===== config.mk =====
export PLATFORM = sky130hd
export DESIGN_NAME = spike_waveform_width_top
export DESIGN_NICKNAME = d
export VERILOG_FILES = /design/src/hdl/sww_pkg.sv /design/src/hdl/spike_waveform_width_top.sv /design/src/hdl/sww_ram.sv
export SDC_FILE = /design/constraint.sdc
export NUM_CORES = 2
export LEC_CHECK = 0
export ABC_AREA = 1
export BUFFER_PORTS_ARGS = -buffer_cell sky130_fd_sc_hd__clkbuf_2
export CORE_MARGIN = 2
export CORE_UTILIZATION = 60
export DETAILED_ROUTE_END_ITERATION = 10
export MAX_ROUTING_LAYER = met4
export PLACE_DENSITY_LB_ADDON = 0.1
export SLEW_MARGIN = 20
export SYNTH_ARGS = -nofsm -noshare
export SYNTH_HDL_FRONTEND = slang
export SYNTH_HIERARCHICAL = 1
export SYNTH_SLANG_ARGS = --single-unit

===== constraint.sdc =====
create_clock -name clk -period 6.6 [get_ports clk]
set_input_delay 1.98 -clock clk [delete_from_list [all_inputs] [get_ports clk]]
set_output_delay 1.98 -clock clk [all_outputs]
set_load 0.05 [all_outputs]

===== src/hdl/sww_pkg.sv =====
// Shared constants and helper functions for the spike waveform width block.
package sww_pkg;

  localparam int DEF_MAX_SAMPLES = 64;
  localparam int DEF_PEAK_WINDOW = 32;
  localparam int DEF_FRAC_BITS   = 8;

  localparam int SAMPLE_W = 16;
  localparam int MAG_W    = 16;
  localparam int CFG_W    = 7;
  localparam int WIDTH_W  = 15;
  localparam int POS_W    = 5;

  localparam logic [CFG_W-1:0]   COUNT_RESET = 7'd32;
  localparam logic [WIDTH_W-1:0] WIDTH_MAX   = 15'h7FFF;

  // Magnitude of a signed sample; the most negative value gives 32768.
  function automatic logic [MAG_W-1:0] mag_of(input logic signed [SAMPLE_W-1:0] x);
    logic [SAMPLE_W:0] e;
    e = {x[SAMPLE_W-1], x};
    if (e[SAMPLE_W]) begin
      e = -e;
    end
    return e[MAG_W-1:0];
  endfunction

  // Magnitude of the difference of two samples; it always fits in 16 bits.
  function automatic logic [MAG_W-1:0] mag_diff(input logic signed [SAMPLE_W-1:0] a,
                                                input logic signed [SAMPLE_W-1:0] b);
    logic [SAMPLE_W:0] d;
    d = {a[SAMPLE_W-1], a} - {b[SAMPLE_W-1], b};
    if (d[SAMPLE_W]) begin
      d = -d;
    end
    return d[MAG_W-1:0];
  endfunction

endpackage


===== src/hdl/spike_waveform_width_top.sv =====
// Spike waveform width: top level with loader, search sequencer and serial divider.
// Samples are taken one per cycle while loading; C samples make one waveform.
// After the last sample the block is busy with two searches and up to two divisions: the two
// searches read one sample a cycle and together cover the waveform once, and each division
// yields FRAC_BITS quotient bits. The final state waits until an earlier result is taken.
// Reset (synchronous) sets the sample count to 32 and empties the waveform and the peak.
module spike_waveform_width_top #(
  parameter int MAX_SAMPLES = sww_pkg::DEF_MAX_SAMPLES,
  parameter int PEAK_WINDOW = sww_pkg::DEF_PEAK_WINDOW,
  parameter int FRAC_BITS   = sww_pkg::DEF_FRAC_BITS
) (
  input  logic                               clk,
  input  logic                               rst,
  input  logic                               cfg_wr_en,
  input  logic [sww_pkg::CFG_W-1:0]          cfg_wr_data,
  input  logic                               sample_valid,
  output logic                               sample_ready,
  input  logic signed [sww_pkg::SAMPLE_W-1:0] sample,
  output logic                               result_valid,
  input  logic                               result_ready,
  output logic [sww_pkg::WIDTH_W-1:0]        width_q8,
  output logic [sww_pkg::POS_W-1:0]          peak_position
);

  import sww_pkg::*;

  localparam int IW = $clog2(MAX_SAMPLES);
  localparam int CW = $clog2(MAX_SAMPLES + 1);
  localparam int QW = CW + FRAC_BITS + 1;
  localparam int SW = $clog2(FRAC_BITS);

  localparam logic [3:0] S_LOAD   = 4'd0;
  localparam logic [3:0] S_BSTART = 4'd1;
  localparam logic [3:0] S_BCUR   = 4'd2;
  localparam logic [3:0] S_BPREV  = 4'd3;
  localparam logic [3:0] S_FSTART = 4'd4;
  localparam logic [3:0] S_FPREV  = 4'd5;
  localparam logic [3:0] S_FCUR   = 4'd6;
  localparam logic [3:0] S_DIV    = 4'd7;
  localparam logic [3:0] S_FIN    = 4'd8;

  logic [3:0]           state;
  logic [CFG_W-1:0]     sample_count;
  logic [CW-1:0]        fill_count;
  logic [MAG_W-1:0]     peak_magnitude;
  logic [IW-1:0]        peak_index;
  logic [CW-1:0]        t;
  logic signed [SAMPLE_W-1:0] held;
  logic [MAG_W-1:0]     rem;
  logic [MAG_W-1:0]     den;
  logic [FRAC_BITS-1:0] quo;
  logic [SW-1:0]        step;
  logic                 div_fwd;
  logic [QW-1:0]        pre_q;
  logic [QW-1:0]        post_q;

  logic [CW-1:0]        cnt;
  logic [31:0]          cfg_ext;
  logic                 accept;
  logic [MAG_W-1:0]     in_mag;
  logic                 take_peak;
  logic [CW-1:0]        fill_inc;
  logic [IW-1:0]        peak_idx_new;
  logic [CW-1:0]        fwd_start;
  logic [IW-1:0]        rd_addr;
  logic [SAMPLE_W-1:0]  rd_word;
  logic signed [SAMPLE_W-1:0] rd_sample;
  logic signed [SAMPLE_W-1:0] unit_a;
  logic signed [SAMPLE_W-1:0] unit_b;
  logic [MAG_W-1:0]     unit_mag;
  logic [MAG_W-1:0]     unit_dif;
  logic                 unit_cross;
  logic [MAG_W:0]       div_shift;
  logic                 div_ge;
  logic [MAG_W-1:0]     rem_next;
  logic [FRAC_BITS-1:0] quo_next;
  logic [QW-1:0]        t_q;
  logic [QW-1:0]        cnt_q;
  logic [QW-1:0]        span;
  logic [WIDTH_W-1:0]   width_sat;
  logic                 out_free;

  // Effective count: the register clamped to the range two to MAX_SAMPLES.
  always_comb begin
    cfg_ext = 32'(sample_count);
    if (cfg_ext < 32'd2) begin
      cnt = CW'(2);
    end else if (cfg_ext > 32'(MAX_SAMPLES)) begin
      cnt = CW'(MAX_SAMPLES);
    end else begin
      cnt = CW'(sample_count);
    end
  end

  assign sample_ready = (state == S_LOAD);
  assign accept       = sample_valid && sample_ready;

  assign in_mag       = mag_of(sample);
  assign take_peak    = (32'(fill_count) < 32'(PEAK_WINDOW)) && (in_mag > peak_magnitude);
  assign fill_inc     = fill_count + CW'(1);
  assign peak_idx_new = take_peak ? IW'(fill_count) : peak_index;
  assign fwd_start    = (peak_index == '0) ? CW'(1) : CW'(peak_index);

  always_comb begin
    unique case (state)
      S_BSTART: rd_addr = t[IW-1:0];
      S_BCUR:   rd_addr = IW'(t - CW'(1));
      S_BPREV:  rd_addr = IW'(t - CW'(2));
      S_FSTART: rd_addr = IW'(fwd_start - CW'(1));
      S_FPREV:  rd_addr = t[IW-1:0];
      S_FCUR:   rd_addr = IW'(t + CW'(1));
      default:  rd_addr = t[IW-1:0];
    endcase
  end

  sww_ram #(
    .WIDTH (SAMPLE_W),
    .DEPTH (MAX_SAMPLES)
  ) u_store (
    .clk     (clk),
    .wr_en   (accept),
    .wr_addr (fill_count[IW-1:0]),
    .wr_data (sample),
    .rd_addr (rd_addr),
    .rd_data (rd_word)
  );

  assign rd_sample = signed'(rd_word);

  // Shared crossing test: the current sample against its earlier neighbour.
  always_comb begin
    if (state == S_FCUR) begin
      unit_a = rd_sample;
      unit_b = held;
    end else begin
      unit_a = held;
      unit_b = rd_sample;
    end
  end

  assign unit_mag   = mag_of(unit_a);
  assign unit_dif   = mag_diff(unit_a, unit_b);
  assign unit_cross = unit_dif > unit_mag;

  // One restoring division step; the divisor always exceeds the dividend.
  assign div_shift = {rem, 1'b0};
  assign div_ge    = div_shift >= {1'b0, den};
  assign rem_next  = div_ge ? MAG_W'(div_shift - {1'b0, den}) : div_shift[MAG_W-1:0];
  assign quo_next  = {quo[FRAC_BITS-2:0], div_ge};

  assign t_q   = QW'({t, {FRAC_BITS{1'b0}}});
  assign cnt_q = QW'({cnt, {FRAC_BITS{1'b0}}});
  assign span  = post_q - pre_q;

  always_comb begin
    if (post_q < pre_q) begin
      width_sat = '0;
    end else if (32'(span) > 32'(WIDTH_MAX)) begin
      width_sat = WIDTH_MAX;
    end else begin
      width_sat = WIDTH_W'(span);
    end
  end

  assign out_free = !result_valid || result_ready;

  always_ff @(posedge clk) begin
    if (rst) begin
      state          <= S_LOAD;
      sample_count   <= COUNT_RESET;
      fill_count     <= '0;
      peak_magnitude <= '0;
      peak_index     <= '0;
      result_valid   <= 1'b0;
    end else begin
      if (result_valid && result_ready) begin
        result_valid <= 1'b0;
      end
      unique case (state)
        S_LOAD: begin
          if (accept) begin
            fill_count <= fill_inc;
            if (take_peak) begin
              peak_magnitude <= in_mag;
            end
            peak_index <= peak_idx_new;
            t          <= CW'(peak_idx_new);
            if (fill_inc >= cnt) begin
              state <= S_BSTART;
            end
          end
        end
        S_BSTART: begin
          if (t == '0) begin
            pre_q <= '0;
            state <= S_FSTART;
          end else begin
            state <= S_BCUR;
          end
        end
        S_BCUR: begin
          held  <= rd_sample;
          state <= S_BPREV;
        end
        S_BPREV: begin
          if (unit_cross) begin
            rem     <= unit_mag;
            den     <= unit_dif;
            step    <= '0;
            div_fwd <= 1'b0;
            state   <= S_DIV;
          end else if (t == CW'(1)) begin
            pre_q <= '0;
            state <= S_FSTART;
          end else begin
            held <= rd_sample;
            t    <= t - CW'(1);
          end
        end
        S_FSTART: begin
          t <= fwd_start;
          if (fwd_start >= cnt) begin
            post_q <= cnt_q;
            state  <= S_FIN;
          end else begin
            state <= S_FPREV;
          end
        end
        S_FPREV: begin
          held  <= rd_sample;
          state <= S_FCUR;
        end
        S_FCUR: begin
          if (unit_cross) begin
            rem     <= unit_mag;
            den     <= unit_dif;
            step    <= '0;
            div_fwd <= 1'b1;
            state   <= S_DIV;
          end else if (t + CW'(1) >= cnt) begin
            post_q <= cnt_q;
            state  <= S_FIN;
          end else begin
            held <= rd_sample;
            t    <= t + CW'(1);
          end
        end
        S_DIV: begin
          rem  <= rem_next;
          quo  <= quo_next;
          step <= step + SW'(1);
          if (step == SW'(FRAC_BITS - 1)) begin
            if (div_fwd) begin
              post_q <= t_q + QW'(quo_next);
              state  <= S_FIN;
            end else begin
              pre_q <= t_q - QW'(quo_next);
              state <= S_FSTART;
            end
          end
        end
        S_FIN: begin
          if (out_free) begin
            width_q8       <= width_sat;
            peak_position  <= POS_W'(32'(peak_index));
            result_valid   <= 1'b1;
            fill_count     <= '0;
            peak_magnitude <= '0;
            peak_index     <= '0;
            state          <= S_LOAD;
          end
        end
        default: begin
          state <= S_LOAD;
        end
      endcase
      // A new sample count discards any partly loaded waveform.
      if (cfg_wr_en) begin
        sample_count   <= cfg_wr_data;
        fill_count     <= '0;
        peak_magnitude <= '0;
        peak_index     <= '0;
      end
    end
  end

endmodule


===== src/hdl/sww_ram.sv =====
// Generic single-write, single-read RAM with registered read data.
module sww_ram #(
  parameter int WIDTH = 16,
  parameter int DEPTH = 64
) (
  input  logic                     clk,
  input  logic                     wr_en,
  input  logic [$clog2(DEPTH)-1:0] wr_addr,
  input  logic [WIDTH-1:0]         wr_data,
  input  logic [$clog2(DEPTH)-1:0] rd_addr,
  output logic [WIDTH-1:0]         rd_data
);

  logic [WIDTH-1:0] mem [DEPTH];

  always_ff @(posedge clk) begin
    if (wr_en) begin
      mem[wr_addr] <= wr_data;
    end
    rd_data <= mem[rd_addr];
  end

endmodule


==> results.json <==
{
  "cts_tree": "yes",
  "async_flop_share_pct": 0,
  "cp_data_required_time_ns": 6.93,
  "fin_tns_setup_ns": 0,
  "numCtsBuffers": 119,
  "crit_family": "simple AND/OR/NAND/NOR gates",
  "die_h_microns": 306,
  "io-pin-count": 50,
  "grt_pass1_wl_microns": 219000,
  "power.switching_w": 0.0113,
  "ys_seq_area_share_pct": 64.7,
  "yosys_warnings": 6,
  "ctsHoldBuffers": 0,
  "p_clk_share_pct": 25.8,
  "status": "completed",
  "core_area_sq_um": 90100,
  "ir_drop_mv": 0.556,
  "crit_path_end_kind": "register",
  "postRouteAntennaNets": 0,
  "synthesis.area_sq_um": 54700,
  "period_minus_slack_ns": 5.44,
  "fin_skew_ns": 0.0223,
  "powerDensity_nw_per_um2": 455,
  "slowest_delay_ns": 0.54,
  "power.internal_w": 0.0160,
  "clock-sinks": 1198,
  "routabilityCongestion": 0.908,
  "drt_iter0_markers": 4843,
  "ctsResizeCount": 0,
  "drt_first_pass_iters": 6,
  "drc": 0,
  "wl_per_cell_microns": 22.0,
  "synth_seq_cells": 1198,
  "period_share_pct": 82.4,
  "synth_commonest_cells": "nand2_1 (1694), edfxtp_1 (1141), nand3_1 (976)",
  "final_core_util_pct": 66.7,
  "htreeDepth": 3,
  "slew_violations": 0,
  "setup_viol": 0,
  "portBuffers": 49,
  "synth.most_common_cell": "nand2_1",
  "cp.arrival_ns": 5.76,
  "critPathLaunchType": "register",
  "ys.flop_type": "edfxtp_1",
  "post-cts-setup-buffer-count": 0,
  "vias": 38900,
  "fin_area_sq_um": 60200,
  "clock.fmax_mhz": 184,
  "viasPerCell": 5.90,
  "leakage_nw": 23.1,
  "rsz0062_at_grt": "false",
  "p_sw_share_pct": 41.5,
  "die_w_microns": 306,
  "p_seq_share_pct": 32.1,
  "gr-usage-all-layers_pct": 31.8,
  "regArea_sq_um": 35400,
  "multi_input_area_sq_um": 16600,
  "crit_top_cell": "nand2_2",
  "final_layout_size_suffix_gt1_share_pct": 8.39,
  "hold_violations": 0,
  "yosysUniqueCellTypes": 54,
  "ctsLongestPathBuffers": 3,
  "critPathMaxFanout": 17,
  "hp-class": "reg -> reg",
  "initial_core_util_pct": 60.7,
  "wl_microns": 145000,
  "root_buffer": "clkbuf_16",
  "synth_top_area_share_pct": 62.7,
  "yosys-top-cells-area": "edfxtp_1 (63%), nand2_1 (12%), nand3_1 (8.9%)",
  "grt_max_degree": 207,
  "rows": 110,
  "synthCells": 5262,
  "synth_edf_count": 1141,
  "syn_avg_cell_area_sq_um": 10.4,
  "max-cap-violations": 0,
  "synth_largest_area_cell": "edfxtp_1",
  "clk_latency_ns": 0.71,
  "overflow": 0,
  "die-area_sq_um": 93600,
  "worstMarginPinSlew_ns": 1.14,
  "finalNetCount": 5436,
  "hpwl_microns": 88400,
  "clk_pin_slew_worst_paths_ns": 0.06,
  "synth_nets": 5391,
  "grt_antenna_before_repair": 2,
  "power_frac_comb_pct": 42.1,
  "crit_slowest_cell": "nor2_1",
  "nFillCells": 6805,
  "placed_area_sq_um": 56000,
  "critPathKind": "reg -> reg",
  "relSlewSlack_pct": 24.1,
  "grt_pass1_vias": 35900,
  "crit_buf_inv": 4,
  "area_growth_pct": 9.99
}
[state kept, by name (all words and copies together), names as in the netlist]
signal,cells
u_store/mem,1024
den,16
held,16
peak_magnitude,16
pre_q,16
rem,16
u_store/rd_data,16
post_q,15
width_q8,15
fill_count,7
quo,7
sample_count,7
t,7
peak_index,6
peak_position,5
state,4
step,3
div_fwd,1
result_valid,1
[layout by cell type, fill, tap and decap left out, types with 9 or more instances in the layout]
cell       count
nand2_1     1692
edfxtp_1    1141
nand3_1      976
inv_1        291
nor2_1       232
buf_4        126
clkbuf_16    122
a21oi_1      118
ha_1          99
o21ai_0       90
dfxtp_1       57
clkbuf_2      49
xor2_1        42
nor3_1        40
clkinv_2      35
xnor2_1       30
nand4_1       23
clkinv_1      23
nand2_2       20
bufinv_16     20
o211ai_1      19
clkbuf_1      17
o21ai_1       16
buf_12        10
or2_2          9
[cells by family after synthesis]
group                      count (synthesis)  share of synthesized area [%]
and+or+nand+nor                         3030                           23.6
AOI/OAI and AO/OA                        289                           2.95
adders and majority gates                101                           2.34
buffers and inverters                    568                           5.08
muxes                                      2                         0.0366
xor gates and xnor gates                  74                           1.21
DFF                                     1198                           64.7
[layer usage]
layer	up-vias	share of wire, %	GRT usage, %
li1	18200	-	-
met1	18600	42	45.2
met5	-	0	-
met2	1833	45	47.8
met3	251	9.6	5.00
met4	0	3.0	9.60
[path summary, 6_finish.rpt]
check / start / end / slack (ns) / depth (start not counted)
min: u_store/rd_data[5] / held[5] / 0.44 / 0
max reg2reg: state[3] / t[0] / 1.16 / 31
max: state[3] / t[0] / 1.16 / 31
min reg2reg: u_store/rd_data[5] / held[5] / 0.44 / 0
[area by class of cell]
class | count | share of cell area, %
repair buffers | 185 | 2.31
inverters | 307 | 1.96
flip-flops and latches | 1198 | 58.9
multi-input cells | 3496 | 27.6
clock inverters | 83 | 1.56
clock buffers | 143 | 5.27
well taps | 1176 | 2.45
diodes | 3 | 0.0125
[power by group through the flow]
stage / Combinational (W) / Sequential, W / Clock (W)
after floorplan: 0.00803 / 0.00886 / 0
after global placement: 0.0111 / 0.00893 / 0
after detailed placement: 0.0113 / 0.00893 / 0
after CTS: 0.0114 / 0.00877 / 0.00712
after global routing: 0.0126 / 0.00880 / 0.00740
final: 0.0115 / 0.00878 / 0.00706
[stage by stage]
step,instances,power (W),worst slack [ns],hold slack (ns)
2_1_floorplan,5262,0.0169,1.76,0.408
3_3_place_gp,6362,0.0200,0.985,0.419
3_5_place_dp,6362,0.0202,0.978,0.424
4_1_cts,6588,0.0272,1.11,0.439
5_1_grt,6589,0.0288,0.565,0.444
6_report,6591,0.0273,1.16,0.435
Note: power is estimated with default switching activity, not from simulation.
